$ cat src/design/ced_pkg.sv
// Shared types, constants and small helper functions for the Canny edge stream.
// No dependencies; every other file of the block refers to it by scoped names.
`timescale 1ns / 1ps
`default_nettype none

package ced_pkg;

   // Geometry defaults and the fixed coordinate width carried in a job.
   localparam int MAX_WIDTH_DEFAULT  = 2048;
   localparam int MAX_HEIGHT_DEFAULT = 2048;
   localparam int COORD_W            = 13;
   localparam int RING_W             = 4;
   localparam int RING_LINES         = 16;

   // Field widths.
   localparam int LUMA_W = 8;
   localparam int MAG_W  = 11;
   localparam int SEC_W  = 2;
   localparam int GRAD_W = MAG_W + SEC_W;
   localparam int THR_W  = 11;
   localparam int ZLIM_W = 8;
   localparam int GEOM_W = 12;
   localparam int CSR_ADDR_W = 3;
   localparam int MAG_MAX = 1443;

   // Configuration register indexes.
   localparam logic [CSR_ADDR_W-1:0] CSR_LOW_THRESHOLD  = 3'd0;
   localparam logic [CSR_ADDR_W-1:0] CSR_HIGH_THRESHOLD = 3'd1;
   localparam logic [CSR_ADDR_W-1:0] CSR_ZERO_LIMIT     = 3'd2;
   localparam logic [CSR_ADDR_W-1:0] CSR_LINE_WIDTH     = 3'd3;
   localparam logic [CSR_ADDR_W-1:0] CSR_FRAME_HEIGHT   = 3'd4;

   // Register reset values.
   localparam logic [THR_W-1:0]  LOW_THRESHOLD_RESET  = 11'd18;
   localparam logic [THR_W-1:0]  HIGH_THRESHOLD_RESET = 11'd23;
   localparam logic [ZLIM_W-1:0] ZERO_LIMIT_RESET     = 8'd3;
   localparam logic [GEOM_W-1:0] LINE_WIDTH_RESET     = 12'd640;
   localparam logic [GEOM_W-1:0] FRAME_HEIGHT_RESET   = 12'd480;

   // Request kinds.
   localparam logic KIND_PIXEL = 1'b0;
   localparam logic KIND_FLUSH = 1'b1;

   // Gradient direction sectors.
   localparam logic [SEC_W-1:0] SEC_HORIZ     = 2'd0;
   localparam logic [SEC_W-1:0] SEC_DIAG_UP   = 2'd1;
   localparam logic [SEC_W-1:0] SEC_VERT      = 2'd2;
   localparam logic [SEC_W-1:0] SEC_DIAG_DOWN = 2'd3;

   // One owed result: its position, the ring slot of its frame's first row and its flags.
   typedef struct packed {
      logic [COORD_W-1:0] row;
      logic [COORD_W-1:0] col;
      logic [RING_W-1:0]  base;
      logic               last_line;
      logic               last_frame;
   } job_type;

   // Clamp a position into [0, n-1].
   function automatic int clampi(input int v, input int n);
      int res;
      if (v < 0) begin
         res = 0;
      end else if (v >= n) begin
         res = n - 1;
      end else begin
         res = v;
      end
      return res;
   endfunction

   // Row offset of entry k of a 3x3 window in raster order.
   function automatic int tap_dy(input logic [3:0] k);
      int res;
      case (k)
         4'd0, 4'd1, 4'd2: begin
            res = -1;
         end
         4'd3, 4'd4, 4'd5: begin
            res = 0;
         end
         default: begin
            res = 1;
         end
      endcase
      return res;
   endfunction

   // Column offset of entry k of a 3x3 window in raster order.
   function automatic int tap_dx(input logic [3:0] k);
      int res;
      case (k)
         4'd0, 4'd3, 4'd6: begin
            res = -1;
         end
         4'd1, 4'd4, 4'd7: begin
            res = 0;
         end
         default: begin
            res = 1;
         end
      endcase
      return res;
   endfunction

   // Neighbor step along a gradient sector.
   function automatic int sector_dy(input logic [SEC_W-1:0] s);
      int res;
      case (s)
         SEC_HORIZ: begin
            res = 0;
         end
         default: begin
            res = -1;
         end
      endcase
      return res;
   endfunction

   function automatic int sector_dx(input logic [SEC_W-1:0] s);
      int res;
      case (s)
         SEC_HORIZ, SEC_DIAG_UP: begin
            res = 1;
         end
         SEC_VERT: begin
            res = 0;
         end
         default: begin
            res = -1;
         end
      endcase
      return res;
   endfunction

endpackage

`default_nettype wire

$ cat src/design/ced_queue.sv
// Two-entry queue of owed results between the front and the back part.
// Uses ced_pkg for the job type.
`timescale 1ns / 1ps
`default_nettype none

module ced_queue (
   input  logic clock,
   input  logic reset,
   input  logic push,
   input  ced_pkg::job_type push_job,
   output logic full,
   input  logic pop,
   output logic empty,
   output ced_pkg::job_type head
);

   ced_pkg::job_type entry_ff [2];
   logic [1:0] count_ff;
   logic wr_ptr_ff, rd_ptr_ff;

   assign full  = (count_ff == 2'd2);
   assign empty = (count_ff == 2'd0);
   assign head  = entry_ff[rd_ptr_ff];

   // Pointers and fill count.
   always_ff @(posedge clock) begin
      if (reset) begin
         count_ff  <= '0;
         wr_ptr_ff <= 1'b0;
         rd_ptr_ff <= 1'b0;
      end else begin
         if (push) begin
            wr_ptr_ff <= !wr_ptr_ff;
         end
         if (pop) begin
            rd_ptr_ff <= !rd_ptr_ff;
         end
         if (push && !pop) begin
            count_ff <= count_ff + 2'd1;
         end else if (pop && !push) begin
            count_ff <= count_ff - 2'd1;
         end
      end
   end

   // Entry storage.
   always_ff @(posedge clock) begin
      if (push) begin
         entry_ff[wr_ptr_ff] <= push_job;
      end
   end

   a_no_overflow: assert property (@(posedge clock) disable iff (reset)
      full |-> !push || pop)
      else $error("Queue written while full.");

   a_no_underflow: assert property (@(posedge clock) disable iff (reset)
      empty |-> !pop)
      else $error("Queue read while empty.");

   a_count_range: assert property (@(posedge clock) disable iff (reset)
      count_ff != 2'd3)
      else $error("Queue count out of range.");

endmodule

`default_nettype wire

$ cat config.mk
export PLATFORM = sky130hd
export DESIGN_NAME = ced_queue
export DESIGN_NICKNAME = d
export VERILOG_FILES = /design/src/design/ced_pkg.sv /design/src/design/ced_queue.sv
export SDC_FILE = /design/constraint.sdc
export NUM_CORES = 1
export LEC_CHECK = 0
export BUFFER_PORTS_ARGS = -buffer_cell sky130_fd_sc_hd__buf_2
export CORE_UTILIZATION = 55
export CTS_BUF_LIST = sky130_fd_sc_hd__clkbuf_16
export DETAILED_ROUTE_END_ITERATION = 10
export GPL_TIMING_DRIVEN = 0
export PLACE_DENSITY = 0.93
export SYNTH_ARGS = -nofsm -noshare
export SYNTH_HDL_FRONTEND = slang
export SYNTH_SLANG_ARGS = --single-unit
$ cat constraint.sdc
create_clock -name clock -period 5.7 [get_ports clock]
set_clock_uncertainty 0.05 [all_clocks]
set_input_delay 0.285 -clock clock [delete_from_list [all_inputs] [get_ports clock]]
set_output_delay 0.285 -clock clock [all_outputs]
set_load 0.005 [all_outputs]
==> flow_summary.toml <==
[timing]
slew_headroom_pct = 38.9
setup-tns-final_ps = 0
finalCriticalPeriod_ps = 1780
rsz0062_at_grt = "no"
timing.hold.ws_ps = 105
drv_slew = 0
min_period_over_period_pct = 31.2
tightest_slew_ps = 915
setup_viol = 0
final-hold-violation-count = 0
fmax_mhz = 563

[die]
num_rows = 24
die_h_um = 69.7
core_area_mm2 = 0.00438
ios = 70
die_area_mm2 = 0.00485
start_util_pct = 57.4
die_w_um = 69.7

[power]
p_seq_share_pct = 46.9
vdd_drop_max_uv = 300
power_mw = 1.28
power_frac_comb_pct = 8.7
switching_share_pct = 19.6
leakage_nw = 1.27
p_clk_share_pct = 44.4
internal_power_mw = 1.03
switching_power_mw = 0.251
p_per_area_mw_per_mm2 = 394

[global_routing]
grt_pass1_wl_um = 5910
antenna_found_initial = 0
grt_usage_pct = 16.5
grt_pass1_vias = 1353
grt_overflow_total = 0
grt_max_degree = 33

[detailed_routing]
firstDrtPassIters = 4
wire_per_inst_um = 14.8
antenna_left = 0
routed-via-count = 1328
drtIter0Drc = 74
via_per_inst = 5.13
drc_errors = 0
routed_wl_um = 3840

[synth]
yosysSeqAreaShare_pct = 80.3
yosysMostFrequentCell = "edfxtp_1"
synth_top_area_share_pct = 76.3
synthTopCellsByArea = "edfxtp_1 (76%), mux2_2 (13%), dfxtp_1 (4.0%), buf_4 (0.89%), mux2_1 (0.89%)"
syn_nets = 159
synth-seq-cells = 69
yosysTopAreaCell = "edfxtp_1"
yosys_warnings = 0
synth-async-reset-ratio_pct = 0
synth_xor_area_share_pct = 1.39
avgSynthCellArea_um2 = 20.6
ys_types = 17
syn_area_mm2 = 0.00252
synthAdderAreaFrac_pct = 0.497
synth_compound_gate_area_share_pct = 0.398
synth_commonest_cells = "edfxtp_1 (64), mux2_2 (30), dfxtp_1 (5), nor2_1 (5), buf_4 (3)"
synth_edf_count = 64
synth_ff_type = "edfxtp_1"
synthMuxAreaShare_pct = 14.3
synth_top_family_by_area = "multiplexers"
synthSimpleGateAreaFrac_pct = 1.84
synthCells = 122

[setup_path]
arrival_ps = 1440
max_stage_delay_ps = 350
cp-endpoint = "head[25]"
rr_endpoint = "entry_ff[1][29]"
r2r-start = "wr_ptr_ff"
path_cells = "clkbuf_2 -> buf_4 -> mux2_1 -> buf_2"
start_kind = "register"
cp.required_ps = 5370
reg2regPathDepth = 1
crit_path_end_kind = "output port"
reg2reg_slack_ps = 4170
cp_max_fo = 10
slowest_stage = "mux2_1"
crit_type = "reg2out"

[worst_hold_path]
hold_class = "in2reg"

[placement]
io_buffers = 69
dp_hpwl_um = 2500
routabilityCongestion = 0.686

[layout]
seqCellArea_mm2 = 0.00202
drive_gt1_share_pct = 58.5
fin_util_pct = 74.2
multi_input_area_um2 = 473
syn_to_final_growth_pct = 29.2
fillers = 280
nets = 239
antenna_cells = 0

[cts]
cts_tree = "done"
cts_resized = 0
clk_path_buf_depth = 2
path_clk_slew_ps = 60
holdBufCountCts = 0
cts_setup_buffers = 0
clkSinkCount = 69
insertion_delay_ps = 310
h-tree-depth = 3
root_buffer = "clkbuf_16"
numCtsBuffers = 9

[outcome]
status = "finished clean"

[run]
cap_viol_max_count = 0
-- flip-flops by register name, summed over array words and instances (netlist names), named ones only --
register   count
count_ff       2
rd_ptr_ff      1
wr_ptr_ff      1
entry_ff      64
-- area by class of cell --
class,instances,share of cell area (%)
Clock inverter,7,2.77
Clock buffer,9,6.93
Tap cell,52,2.00
Multi-Input combinational cell,48,14.5
Buffer,4,0.846
Timing Repair Buffer,69,10.6
Inverter,1,0.115
Sequential cell,69,62.2
-- layer usage --
| metal | track usage [%] | part of all wire [%] |
|---|---|---|
| met1 | 17.3 | 39 |
| met2 | 29.4 | 54 |
| met3 | 4.22 | 4.5 |
| met4 | 10.2 | 3.0 |
| met5 | 0 | 0 |
-- layout by cell type, fill, tap and decap left out --
| cell | Yosys | final |
|---|---|---|
| buf_2 | 0 | 69 |
| edfxtp_1 | 64 | 64 |
| mux2_2 | 30 | 30 |
| clkbuf_16 | 0 | 9 |
| nor2_1 | 5 | 5 |
| dfxtp_1 | 5 | 5 |
| buf_4 | 3 | 3 |
| mux2_1 | 2 | 2 |
| xor2_1 | 2 | 2 |
| xnor2_1 | 2 | 2 |
| clkinv_2 | 0 | 2 |
| bufinv_16 | 0 | 2 |
| clkbuf_2 | 1 | 1 |
| inv_1 | 1 | 1 |
| and2_2 | 0 | 1 |
| and2b_2 | 1 | 1 |
| nor2b_4 | 0 | 1 |
| o21ai_0 | 1 | 1 |
| or3_1 | 1 | 1 |
| a21oi_1 | 1 | 1 |
| ha_1 | 1 | 1 |
| clkinvlp_4 | 0 | 1 |
| clkinv_4 | 0 | 1 |
| clkinv_1 | 0 | 1 |
-- worst min-delay path by stage --
| stage | cells after the start | to | from |
|---|---|---|---|
| floorplan | 1 | count_ff[1] | reset |
| detailed placement | 1 | entry_ff[1][26] | push_job[26] |
| global route | 1 | entry_ff[0][13] | push_job[13] |
| global placement | 1 | entry_ff[0][29] | push_job[29] |
| finish | 1 | entry_ff[1][17] | push_job[17] |
| CTS | 1 | entry_ff[0][16] | push_job[16] |
-- logic make-up (layout without fill, tap and decap cells) --
| group | Yosys count | count (layout) |
|---|---|---|
| adder cells (fa/ha/maj) | 1 | 1 |
| buffers and inverters | 5 | 90 |
| flip-flops | 69 | 69 |
| AND/OR/NAND/NOR | 9 | 9 |
| multiplexers | 32 | 32 |
| AO/OA/AOI/OAI | 2 | 2 |
| XOR/XNOR | 4 | 4 |
-- critical path: cells and delay by family (launching register included) --
| kind | cells | cell delay, ps |
|---|---|---|
| buffers and inverters | 3 | 470 |
| flip-flops | 1 | 300 |
| multiplexers | 1 | 350 |
-- power groups by stage --
stage	Clock [mW]	Sequential, mW	Combinational [mW]
5_1_grt	0.595	0.602	0.123
3_3_place_gp	0	0.609	0.110
2_1_floorplan	0	0.607	0.0629
3_5_place_dp	0	0.611	0.114
4_1_cts	0.575	0.600	0.115
6_report	0.569	0.600	0.112
-- per-stage QoR --
step                area [um^2]  std cells  worst slack, ps
floorplan                  2520        122             3460
global placement           2930        243             2650
detailed placement         2940        243             4070
CTS                        3250        259             3900
global route               3250        259             3850
finish                     3250        259             3920
Note: power is estimated with default switching activity, not from simulation.
