===== config.mk =====
export PLATFORM = sky130hd
export DESIGN_NAME = ced_back
export DESIGN_NICKNAME = d
export VERILOG_FILES = /design/src/design/ced_pkg.sv /design/src/design/ced_back.sv
export SDC_FILE = /design/constraint.sdc
export NUM_CORES = 2
export LEC_CHECK = 0
export BUFFER_PORTS_ARGS = -buffer_cell sky130_fd_sc_hd__buf_4
export CORE_ASPECT_RATIO = 1.4
export CORE_MARGIN = 2
export CORE_UTILIZATION = 55
export DETAILED_ROUTE_END_ITERATION = 6
export PLACE_DENSITY = 0.71
export REMOVE_ABC_BUFFERS = 1
export SYNTH_ARGS = -nofsm -noshare
export SYNTH_HDL_FRONTEND = slang
export SYNTH_SLANG_ARGS = --single-unit

===== constraint.sdc =====
create_clock -name clock -period 18.51 [get_ports clock]
set_clock_uncertainty 0.2 [all_clocks]
set_input_delay 3.702 -clock clock [delete_from_list [all_inputs] [get_ports clock]]
set_output_delay 3.702 -clock clock [all_outputs]
set_load 0.02 [all_outputs]

===== src/design/ced_pkg.sv =====
// Shared types, constants and small helper functions for the Canny edge stream.
// No dependencies; every other file of the block refers to it by scoped names.
`timescale 1ns / 1ps
`default_nettype none

package ced_pkg;

   // Geometry defaults and the fixed coordinate width carried in a job.
   localparam int MAX_WIDTH_DEFAULT  = 2048;
   localparam int MAX_HEIGHT_DEFAULT = 2048;
   localparam int COORD_W            = 13;
   localparam int RING_W             = 4;
   localparam int RING_LINES         = 16;

   // Field widths.
   localparam int LUMA_W = 8;
   localparam int MAG_W  = 11;
   localparam int SEC_W  = 2;
   localparam int GRAD_W = MAG_W + SEC_W;
   localparam int THR_W  = 11;
   localparam int ZLIM_W = 8;
   localparam int GEOM_W = 12;
   localparam int CSR_ADDR_W = 3;
   localparam int MAG_MAX = 1443;

   // Configuration register indexes.
   localparam logic [CSR_ADDR_W-1:0] CSR_LOW_THRESHOLD  = 3'd0;
   localparam logic [CSR_ADDR_W-1:0] CSR_HIGH_THRESHOLD = 3'd1;
   localparam logic [CSR_ADDR_W-1:0] CSR_ZERO_LIMIT     = 3'd2;
   localparam logic [CSR_ADDR_W-1:0] CSR_LINE_WIDTH     = 3'd3;
   localparam logic [CSR_ADDR_W-1:0] CSR_FRAME_HEIGHT   = 3'd4;

   // Register reset values.
   localparam logic [THR_W-1:0]  LOW_THRESHOLD_RESET  = 11'd18;
   localparam logic [THR_W-1:0]  HIGH_THRESHOLD_RESET = 11'd23;
   localparam logic [ZLIM_W-1:0] ZERO_LIMIT_RESET     = 8'd3;
   localparam logic [GEOM_W-1:0] LINE_WIDTH_RESET     = 12'd640;
   localparam logic [GEOM_W-1:0] FRAME_HEIGHT_RESET   = 12'd480;

   // Request kinds.
   localparam logic KIND_PIXEL = 1'b0;
   localparam logic KIND_FLUSH = 1'b1;

   // Gradient direction sectors.
   localparam logic [SEC_W-1:0] SEC_HORIZ     = 2'd0;
   localparam logic [SEC_W-1:0] SEC_DIAG_UP   = 2'd1;
   localparam logic [SEC_W-1:0] SEC_VERT      = 2'd2;
   localparam logic [SEC_W-1:0] SEC_DIAG_DOWN = 2'd3;

   // One owed result: its position, the ring slot of its frame's first row and its flags.
   typedef struct packed {
      logic [COORD_W-1:0] row;
      logic [COORD_W-1:0] col;
      logic [RING_W-1:0]  base;
      logic               last_line;
      logic               last_frame;
   } job_type;

   // Clamp a position into [0, n-1].
   function automatic int clampi(input int v, input int n);
      int res;
      if (v < 0) begin
         res = 0;
      end else if (v >= n) begin
         res = n - 1;
      end else begin
         res = v;
      end
      return res;
   endfunction

   // Row offset of entry k of a 3x3 window in raster order.
   function automatic int tap_dy(input logic [3:0] k);
      int res;
      case (k)
         4'd0, 4'd1, 4'd2: begin
            res = -1;
         end
         4'd3, 4'd4, 4'd5: begin
            res = 0;
         end
         default: begin
            res = 1;
         end
      endcase
      return res;
   endfunction

   // Column offset of entry k of a 3x3 window in raster order.
   function automatic int tap_dx(input logic [3:0] k);
      int res;
      case (k)
         4'd0, 4'd3, 4'd6: begin
            res = -1;
         end
         4'd1, 4'd4, 4'd7: begin
            res = 0;
         end
         default: begin
            res = 1;
         end
      endcase
      return res;
   endfunction

   // Neighbor step along a gradient sector.
   function automatic int sector_dy(input logic [SEC_W-1:0] s);
      int res;
      case (s)
         SEC_HORIZ: begin
            res = 0;
         end
         default: begin
            res = -1;
         end
      endcase
      return res;
   endfunction

   function automatic int sector_dx(input logic [SEC_W-1:0] s);
      int res;
      case (s)
         SEC_HORIZ, SEC_DIAG_UP: begin
            res = 1;
         end
         SEC_VERT: begin
            res = 0;
         end
         default: begin
            res = -1;
         end
      endcase
      return res;
   endfunction

endpackage

`default_nettype wire


===== src/design/ced_back.sv =====
// Back part: evaluates one owed result at a time (Sobel, direction, magnitude,
// suppression, hysteresis) and holds the response register. Uses ced_pkg.
`timescale 1ns / 1ps
`default_nettype none

module ced_back #(
   parameter int MAX_WIDTH  = ced_pkg::MAX_WIDTH_DEFAULT,
   parameter int MAX_HEIGHT = ced_pkg::MAX_HEIGHT_DEFAULT
) (
   input  logic clock,
   input  logic reset,
   input  logic [$clog2(MAX_WIDTH):0] width_eff,
   input  logic [$clog2(MAX_HEIGHT):0] height_eff,
   input  logic [ced_pkg::THR_W-1:0] low_threshold,
   input  logic [ced_pkg::THR_W-1:0] high_threshold,
   input  logic [ced_pkg::ZLIM_W-1:0] zero_limit,
   input  logic q_empty,
   input  ced_pkg::job_type q_head,
   output logic q_pop,
   output logic [ced_pkg::RING_W+$clog2(MAX_WIDTH)-1:0] rd_addr,
   input  logic [ced_pkg::LUMA_W-1:0] rd_data,
   output logic rsp_tvalid,
   input  logic rsp_tready,
   output logic [15:0] rsp_tdata,   // edge_strength (11 bits), zero padded
   output logic rsp_tlast,          // last_in_line
   output logic rsp_tuser           // last_in_frame
);

   localparam int XW = $clog2(MAX_WIDTH);

   typedef enum logic [3:0] {
      S_IDLE, S_GREAD, S_GABS, S_GMUL, S_GDIR, S_GSQRT, S_GWRITE,
      S_SUPA, S_SUPB, S_SUPC, S_SUPD, S_HYS, S_OUT
   } state_type;

   state_type state_ff;
   ced_pkg::job_type job_ff;
   logic [2:0] gi_ff, gj_ff;
   logic [3:0] tap_ff, si_ff, hk_ff, iter_ff;
   logic [1:0] mstep_ff;
   logic signed [11:0] gx_ff, gy_ff;
   logic [9:0] ax_ff, ay_ff;
   logic [21:0] psum_ff, pdiff_ff, pax_ff, pay_ff;
   logic [ced_pkg::SEC_W-1:0] sec_ff, gsec_ff;
   logic [21:0] rem_ff, res_ff, bit_ff;
   logic [ced_pkg::MAG_W-1:0] gmag_ff, n1_ff, hr_mag_ff;
   logic [ced_pkg::GRAD_W-1:0] gr_ff;
   logic strong_ff;
   logic [ced_pkg::GRAD_W-1:0] grad_ff [25];
   logic [ced_pkg::MAG_W-1:0] sup_ff [9];

   logic [4:0] gidx, gw_idx;
   logic [3:0] sidx;
   logic signed [11:0] lv, lv2;
   logic [10:0] mop;
   logic [21:0] prod, trial;
   logic [ced_pkg::SEC_W-1:0] sec_new;
   logic [ced_pkg::MAG_W-1:0] mag, n2_mag, sup_val, center, edge_val;
   logic out_free;

   // Window addressing: luma reads, gradient grid and suppressed grid indexes.
   always_comb begin
      int r, c, h, w, yg, xg, ra, ca, pr, pc, nr, nc, hr, hc, dy, dx;
      logic [ced_pkg::SEC_W-1:0] sec_sel;
      r  = int'(job_ff.row);
      c  = int'(job_ff.col);
      h  = int'(height_eff);
      w  = int'(width_eff);
      yg = ced_pkg::clampi(r + int'(gi_ff) - 2, h);
      xg = ced_pkg::clampi(c + int'(gj_ff) - 2, w);
      ra = ced_pkg::clampi(yg + ced_pkg::tap_dy(tap_ff), h);
      ca = ced_pkg::clampi(xg + ced_pkg::tap_dx(tap_ff), w);
      rd_addr = {ced_pkg::RING_W'(int'(job_ff.base) + ra), XW'(ca)};

      pr = ced_pkg::clampi(r + ced_pkg::tap_dy(si_ff), h);
      pc = ced_pkg::clampi(c + ced_pkg::tap_dx(si_ff), w);
      sec_sel = (state_ff == S_SUPB) ? gr_ff[ced_pkg::GRAD_W-1:ced_pkg::MAG_W] : gsec_ff;
      dy = ced_pkg::sector_dy(sec_sel);
      dx = ced_pkg::sector_dx(sec_sel);
      case (state_ff)
         S_SUPB: begin
            nr = ced_pkg::clampi(pr + dy, h);
            nc = ced_pkg::clampi(pc + dx, w);
         end
         S_SUPC: begin
            nr = ced_pkg::clampi(pr - dy, h);
            nc = ced_pkg::clampi(pc - dx, w);
         end
         default: begin
            nr = pr;
            nc = pc;
         end
      endcase
      gidx   = 5'((nr - r + 2) * 5 + (nc - c + 2));
      gw_idx = 5'(int'(gi_ff) * 5 + int'(gj_ff));

      hr   = ced_pkg::clampi(r + ced_pkg::tap_dy(hk_ff), h);
      hc   = ced_pkg::clampi(c + ced_pkg::tap_dx(hk_ff), w);
      sidx = 4'((hr - r + 1) * 3 + (hc - c + 1));
   end

   // Arithmetic shared by the gradient steps.
   assign lv  = signed'({4'd0, rd_data});
   assign lv2 = lv <<< 1;

   always_comb begin
      case (mstep_ff)
         2'd0: begin
            mop = 11'(ax_ff) + 11'(ay_ff);
         end
         2'd1: begin
            mop = (ay_ff > ax_ff) ? 11'(ay_ff - ax_ff) : 11'd0;
         end
         2'd2: begin
            mop = 11'(ax_ff);
         end
         default: begin
            mop = 11'(ay_ff);
         end
      endcase
   end

   assign prod  = 22'(mop) * 22'(mop);
   assign trial = res_ff + bit_ff;
   assign mag   = ced_pkg::MAG_W'(res_ff) + ((rem_ff > res_ff) ? 11'd1 : 11'd0);

   // Direction sector from the registered squares.
   always_comb begin
      logic [9:0] lim;
      lim = 10'(zero_limit);
      if (ax_ff <= lim) begin
         sec_new = (ay_ff <= lim) ? ced_pkg::SEC_HORIZ : ced_pkg::SEC_VERT;
      end else if (23'(psum_ff) < {pax_ff, 1'b0}) begin
         sec_new = ced_pkg::SEC_HORIZ;
      end else if (ay_ff > ax_ff && 23'(pdiff_ff) > {pax_ff, 1'b0}) begin
         sec_new = ced_pkg::SEC_VERT;
      end else begin
         sec_new = ((gx_ff > 12'sd0) == (gy_ff > 12'sd0)) ? ced_pkg::SEC_DIAG_UP
                                                         : ced_pkg::SEC_DIAG_DOWN;
      end
   end

   assign n2_mag   = gr_ff[ced_pkg::MAG_W-1:0];
   assign sup_val  = (n1_ff > gmag_ff || n2_mag > gmag_ff) ? '0 : gmag_ff;
   assign center   = sup_ff[4];
   assign edge_val = (center > low_threshold && strong_ff) ? center : '0;
   assign out_free = !rsp_tvalid || rsp_tready;
   assign q_pop    = (state_ff == S_IDLE) && !q_empty;

   // Registered reads of the small grids.
   always_ff @(posedge clock) begin
      gr_ff     <= grad_ff[gidx];
      hr_mag_ff <= sup_ff[sidx];
   end

   // Sequencer.
   always_ff @(posedge clock) begin
      if (reset) begin
         state_ff   <= S_IDLE;
         rsp_tvalid <= 1'b0;
      end else begin
         // The output state loads the response itself when the register frees up.
         if (rsp_tvalid && rsp_tready && state_ff != S_OUT) begin
            rsp_tvalid <= 1'b0;
         end
         case (state_ff)
            S_IDLE: begin
               if (!q_empty) begin
                  job_ff   <= q_head;
                  gi_ff    <= '0;
                  gj_ff    <= '0;
                  tap_ff   <= '0;
                  gx_ff    <= '0;
                  gy_ff    <= '0;
                  state_ff <= S_GREAD;
               end
            end
            // One luma tap a cycle; data arrives in the cycle after its address.
            S_GREAD: begin
               if (tap_ff != 4'd0) begin
                  case (ced_pkg::tap_dx(tap_ff - 4'd1) * (ced_pkg::tap_dy(tap_ff - 4'd1) == 0 ? 2 : 1))
                     2: gx_ff <= gx_ff + lv2;
                     1: gx_ff <= gx_ff + lv;
                     -1: gx_ff <= gx_ff - lv;
                     -2: gx_ff <= gx_ff - lv2;
                     default: gx_ff <= gx_ff;
                  endcase
                  case (-ced_pkg::tap_dy(tap_ff - 4'd1) * (ced_pkg::tap_dx(tap_ff - 4'd1) == 0 ? 2 : 1))
                     2: gy_ff <= gy_ff + lv2;
                     1: gy_ff <= gy_ff + lv;
                     -1: gy_ff <= gy_ff - lv;
                     -2: gy_ff <= gy_ff - lv2;
                     default: gy_ff <= gy_ff;
                  endcase
               end
               if (tap_ff == 4'd9) begin
                  state_ff <= S_GABS;
               end else begin
                  tap_ff <= tap_ff + 4'd1;
               end
            end
            S_GABS: begin
               ax_ff    <= (gx_ff < 12'sd0) ? 10'(-gx_ff) : 10'(gx_ff);
               ay_ff    <= (gy_ff < 12'sd0) ? 10'(-gy_ff) : 10'(gy_ff);
               mstep_ff <= '0;
               state_ff <= S_GMUL;
            end
            // One square a cycle through the single multiplier.
            S_GMUL: begin
               case (mstep_ff)
                  2'd0: psum_ff <= prod;
                  2'd1: pdiff_ff <= prod;
                  2'd2: pax_ff <= prod;
                  default: pay_ff <= prod;
               endcase
               mstep_ff <= mstep_ff + 2'd1;
               if (mstep_ff == 2'd3) begin
                  state_ff <= S_GDIR;
               end
            end
            S_GDIR: begin
               sec_ff   <= sec_new;
               rem_ff   <= pax_ff + pay_ff;
               res_ff   <= '0;
               bit_ff   <= 22'd1 << 20;
               iter_ff  <= '0;
               state_ff <= S_GSQRT;
            end
            // Integer square root, one result bit a cycle.
            S_GSQRT: begin
               if (rem_ff >= trial) begin
                  rem_ff <= rem_ff - trial;
                  res_ff <= (res_ff >> 1) + bit_ff;
               end else begin
                  res_ff <= res_ff >> 1;
               end
               bit_ff  <= bit_ff >> 2;
               iter_ff <= iter_ff + 4'd1;
               if (iter_ff == 4'd10) begin
                  state_ff <= S_GWRITE;
               end
            end
            S_GWRITE: begin
               grad_ff[gw_idx] <= {sec_ff, mag};
               tap_ff <= '0;
               gx_ff  <= '0;
               gy_ff  <= '0;
               if (gj_ff == 3'd4) begin
                  gj_ff <= '0;
                  if (gi_ff == 3'd4) begin
                     si_ff    <= '0;
                     state_ff <= S_SUPA;
                  end else begin
                     gi_ff    <= gi_ff + 3'd1;
                     state_ff <= S_GREAD;
                  end
               end else begin
                  gj_ff    <= gj_ff + 3'd1;
                  state_ff <= S_GREAD;
               end
            end
            // Suppression: read the pixel, then both neighbors along its sector.
            S_SUPA: begin
               state_ff <= S_SUPB;
            end
            S_SUPB: begin
               gmag_ff  <= gr_ff[ced_pkg::MAG_W-1:0];
               gsec_ff  <= gr_ff[ced_pkg::GRAD_W-1:ced_pkg::MAG_W];
               state_ff <= S_SUPC;
            end
            S_SUPC: begin
               n1_ff    <= gr_ff[ced_pkg::MAG_W-1:0];
               state_ff <= S_SUPD;
            end
            S_SUPD: begin
               sup_ff[si_ff] <= sup_val;
               if (si_ff == 4'd8) begin
                  hk_ff     <= '0;
                  strong_ff <= 1'b0;
                  state_ff  <= S_HYS;
               end else begin
                  si_ff    <= si_ff + 4'd1;
                  state_ff <= S_SUPA;
               end
            end
            // Hysteresis: any of the nine suppressed values above the high level.
            S_HYS: begin
               if (hk_ff != 4'd0 && hr_mag_ff > high_threshold) begin
                  strong_ff <= 1'b1;
               end
               if (hk_ff == 4'd9) begin
                  state_ff <= S_OUT;
               end else begin
                  hk_ff <= hk_ff + 4'd1;
               end
            end
            S_OUT: begin
               if (out_free) begin
                  rsp_tvalid <= 1'b1;
                  rsp_tdata  <= 16'(edge_val);
                  rsp_tlast  <= job_ff.last_line;
                  rsp_tuser  <= job_ff.last_frame;
                  state_ff   <= S_IDLE;
               end
            end
            default: begin
               state_ff <= S_IDLE;
            end
         endcase
      end
   end

   a_mag_range: assert property (@(posedge clock) disable iff (reset)
      state_ff == S_GWRITE |-> mag <= ced_pkg::MAG_W'(ced_pkg::MAG_MAX))
      else $error("Gradient magnitude out of range.");

   a_frame_end_is_line_end: assert property (@(posedge clock) disable iff (reset)
      rsp_tvalid && rsp_tuser |-> rsp_tlast)
      else $error("Frame end flagged away from a line end.");

   a_out_load: assert property (@(posedge clock) disable iff (reset)
      state_ff == S_OUT && out_free |=> rsp_tvalid && state_ff == S_IDLE)
      else $error("Response not loaded.");

endmodule

`default_nettype wire


==> impl_summary.txt <==
----------------------------------------------------
[Outcome]
  Status ... complete, no violations

[Final layout]
  Share of cells above drive strength 1 ... 0.0923
  Final layout net count ... 7065
  Top library cells by usage in the layout, fill and taps aside ... ha_1 (762), edfxtp_1 (702), nor2_1 (498), inv_1 (496), a21oi_1 (385)
  Number of antenna cells inserted ... 0
  Footprint of the flip-flops and latches ... 21700 sq um
  Area added between synthesis and finish ... 8.56%
  Layout filler cell count ... 9181
  Commonest non-fill, non-tap cell in the layout ... ha_1
  Multi-input logic area ... 36400 sq um

[Die]
  FP Rows ... 144
  Core Area ... 110000 sq um
  Starting Density ... 0.552
  Die footprint ... 113000 sq um
  Number of placed I/O pins ... 133
  Vert. Die Dim ... 397 um
  Chip width ... 285 um

[CTS]
  Clock tree root buffer cell ... clkbuf_16
  Maximum buffer depth of the clock tree ... 3
  Quantity of gates resized following cts ... 0
  Clock-pin slew of the registers on the worst-case setup and hold paths ... 0.07 ns
  Worst skew pair latency ... 0.67 ns
  Total CTS buffers ... 75
  Number of buffers added to fix hold violations after cts ... 0
  Setup Buffers After CTS ... 0
  Sink Count ... 731
  Total number of H-tree levels ... 3
  TritonCTS clock tree ... built

[Yosys]
  Top FF cell, synth ... edfxtp_1
  Number of enable-type register cells in the synthesized netlist ... 702
  Mapped Avg Cell Area ... 10.0 sq um
  Cell count after synthesis ... 6038
  Proportion of synthesized chip area in sequential cells ... 0.357
  Cell area after synthesis ... 60600 sq um
  Dominant cell type by area after synthesis ... edfxtp_1
  Total number of yosys warnings ... 0
  Area contributors post-synth ... edfxtp_1 (35%), ha_1 (16%), xnor2_1 (3.8%)
  Portion of synthesized cell area occupied by the leading cell type ... 0.348
  Register bit total from synthesis ... 731
  FFs w/ async S/R, synth ... 0
  Netlist cell types ... 106

[Global routing]
  GRT overflow ... 0
  Largest net degree at the start of global routing ... 53
  Global-route wire length before repair ... 265000 um
  Antenna violations before repair ... 0
  Number of global-route vias before repair ... 48000
  GR Util All Layers ... 0.300

[Setup path]
  Crit path largest cell delay ... 0.74 ns
  End of the worst register-to-register path ... gr_ff[9]$_DFF_P_
  Maximum fanout along the worst path ... 47
  Worst Reg-to-Reg Cells ... 56
  Flop2flop setup slack ... 2.55 ns
  Worst reg2reg startpoint ... si_ff[0]$_SDFFCE_PN0P_
  Worst Path Class, Setup ... reg2reg
  Critical-path top delay cell ... ha_4
  Element type at the critical path end ... register
  Critical path arrival ... 16.31 ns
  Kind of start point of the critical path ... register
  Data required time of the critical path ... 18.86 ns

[Flow run]
  Max capacitance violation total ... 0

[Worst hold path]
  Endpoint with the worst hold slack ... rsp_tlast$_DFFE_PP_
  Start point of the worst min-delay path ... job_ff[1]$_DFFE_PP_
  Worst hold-check path type ... reg2reg
  Cell depth of the worst min-delay path ... 0

[STA]
  Ratio of final minimum period to clock period ... 0.862
  Shortest clock period the worst path allows after layout ... 15.96 ns
  Total of endpoints with negative setup slack in the final report ... 0
  Slew HR ... 0.192
  Final-report hold violation count ... 0
  Max frequency ... 0.0627 GHz
  Final worst setup slack ... 2.55 ns
  Final slew viol count ... 0
  Summed negative setup slack over all endpoints ... 0 ns
  RSZ-0062 raised after global routing ... no
  Transition time of the tightest slew-check pin ... 1.21 ns

[Detailed routing]
  Number of DRC violations after detailed-routing iteration 0 ... 3449
  Overall routed net length ... 171000 um
  Total number of vias ... 47200
  DR WL/cell ... 22.4 um
  DR vias/cell ... 6.19
  Number of DRC violations after detailed routing ... 0
  Final antenna-violating net count ... 0
  First-pass DRT Iterations ... 7

[Power]
  Max VDD drop ... 0.000385 V
  Total leakage power ... 27.2 nW
  Power per cell area ... 152 nW/um^2

[Place]
  RD Place Congestion ... 0.990
  Detail Placement HPWL ... 131000 um
  Port bufs ... 127
  Worst slack at placement ... 2.17 ns

----------------------------------------------------
==> through the flow <==
step	cells	cell area (sq um)	hold WS (ns)	util	power (mW)
global route	7623	65800	0.254	0.600	10.7
global placement	7484	63200	0.208	0.576	8.28
detailed placement	7484	63200	0.207	0.576	8.42
finish	7623	65800	0.229	0.600	9.99
floorplan	5828	59800	0.200	-	6.83
CTS	7623	65800	0.236	0.600	10.0
==> worst max-delay path by stage <==
stage / to / from / cells after the start / slack (ns)
after floorplan: gr_ff[10]$_DFF_P_ / height_eff[3] / 49 / 2.13
after global placement: gr_ff[2]$_DFF_P_ / height_eff[2] / 54 / 2.43
after detailed placement: gr_ff[9]$_DFF_P_ / height_eff[2] / 54 / 2.17
after CTS: rd_addr[14] / height_eff[1] / 41 / 2.49
after global routing: gr_ff[9]$_DFF_P_ / si_ff[0]$_SDFFCE_PN0P_ / 56 / 1.37
final: gr_ff[9]$_DFF_P_ / si_ff[0]$_SDFFCE_PN0P_ / 56 / 2.55
==> registers in the layout (all words and copies together), names as in the netlist, 4 cells and up <==
| signal | cells |
|---|---|
| grad_ff | 325 |
| state_ff | 4 |
| gmag_ff | 11 |
| gx_ff | 12 |
| rsp_tdata | 11 |
| n1_ff | 11 |
| hr_mag_ff | 11 |
| tap_ff | 4 |
| si_ff | 4 |
| job_ff | 32 |
| pdiff_ff | 21 |
| pax_ff | 21 |
| ay_ff | 10 |
| res_ff | 22 |
| ax_ff | 10 |
| sup_ff | 99 |
| rem_ff | 22 |
| gr_ff | 13 |
| gy_ff | 12 |
| pay_ff | 21 |
| bit_ff | 11 |
| hk_ff | 4 |
| psum_ff | 20 |
| iter_ff | 4 |
==> where the power goes <==
part / total (mW) / switching (mW) / internal, mW
clock network: 1.56 / 0.695 / 0.868
registers: 2.34 / 0.124 / 2.22
logic: 6.08 / 3.43 / 2.65
==> synthesized netlist by cell type (all sizes together), types with 102 or more instances <==
cell type / instances
clkbuf: 170
ha: 764
edfxtp: 702
nor2: 520
o21ai: 270
xnor2: 267
a21oi: 388
nor2b: 115
inv: 497
nor3: 145
fa: 102
a21o: 134
nand2: 320
nand3: 104
o21a: 115
==> cells by family after synthesis <==
family | after synthesis | synth area share
adders and majority gates | 866 | 0.191
buffers and inverters | 712 | 0.0451
muxes | 229 | 0.0581
other | 1 | 0.0000619
DFF | 731 | 0.357
xor gates and xnor gates | 355 | 0.0514
and+or+nand+nor | 1682 | 0.137
AOI/OAI and AO/OA | 1462 | 0.159
==> cell type report <==
cell class / count / share of cell area
tap: 1460 / 0.0278
sequential: 731 / 0.329
multi-input combinational: 4599 / 0.553
timing repair buffer: 196 / 0.0224
inverter: 498 / 0.0284
clock inverter: 49 / 0.00877
clock buffer: 90 / 0.0300
==> metal layers <==
metal / global-route usage / up-vias / part of all wire / wire, um
li1: - / 22400 / - / -
met1: 0.325 / 22800 / 0.37 / 62600
met2: 0.549 / 1437 / 0.51 / 87600
met3: 0.0387 / 530 / 0.048 / 8140
met4: 0.194 / 0 / 0.072 / 12300
met5: 0 / - / 0 / 0
==> critical path: cells and delay by family, from the launching register on <==
| kind | cells | cell delay, ns |
|---|---|---|
| xor gates and xnor gates | 1 | 0.15 |
| adders and majority gates | 10 | 4.05 |
| muxes | 3 | 1.19 |
| AOI/OAI and AO/OA | 22 | 5.42 |
| buffers and inverters | 7 | 1.73 |
| and+or+nand+nor | 13 | 2.61 |
| DFF | 1 | 0.45 |
Power figures use the tool's default switching activity.
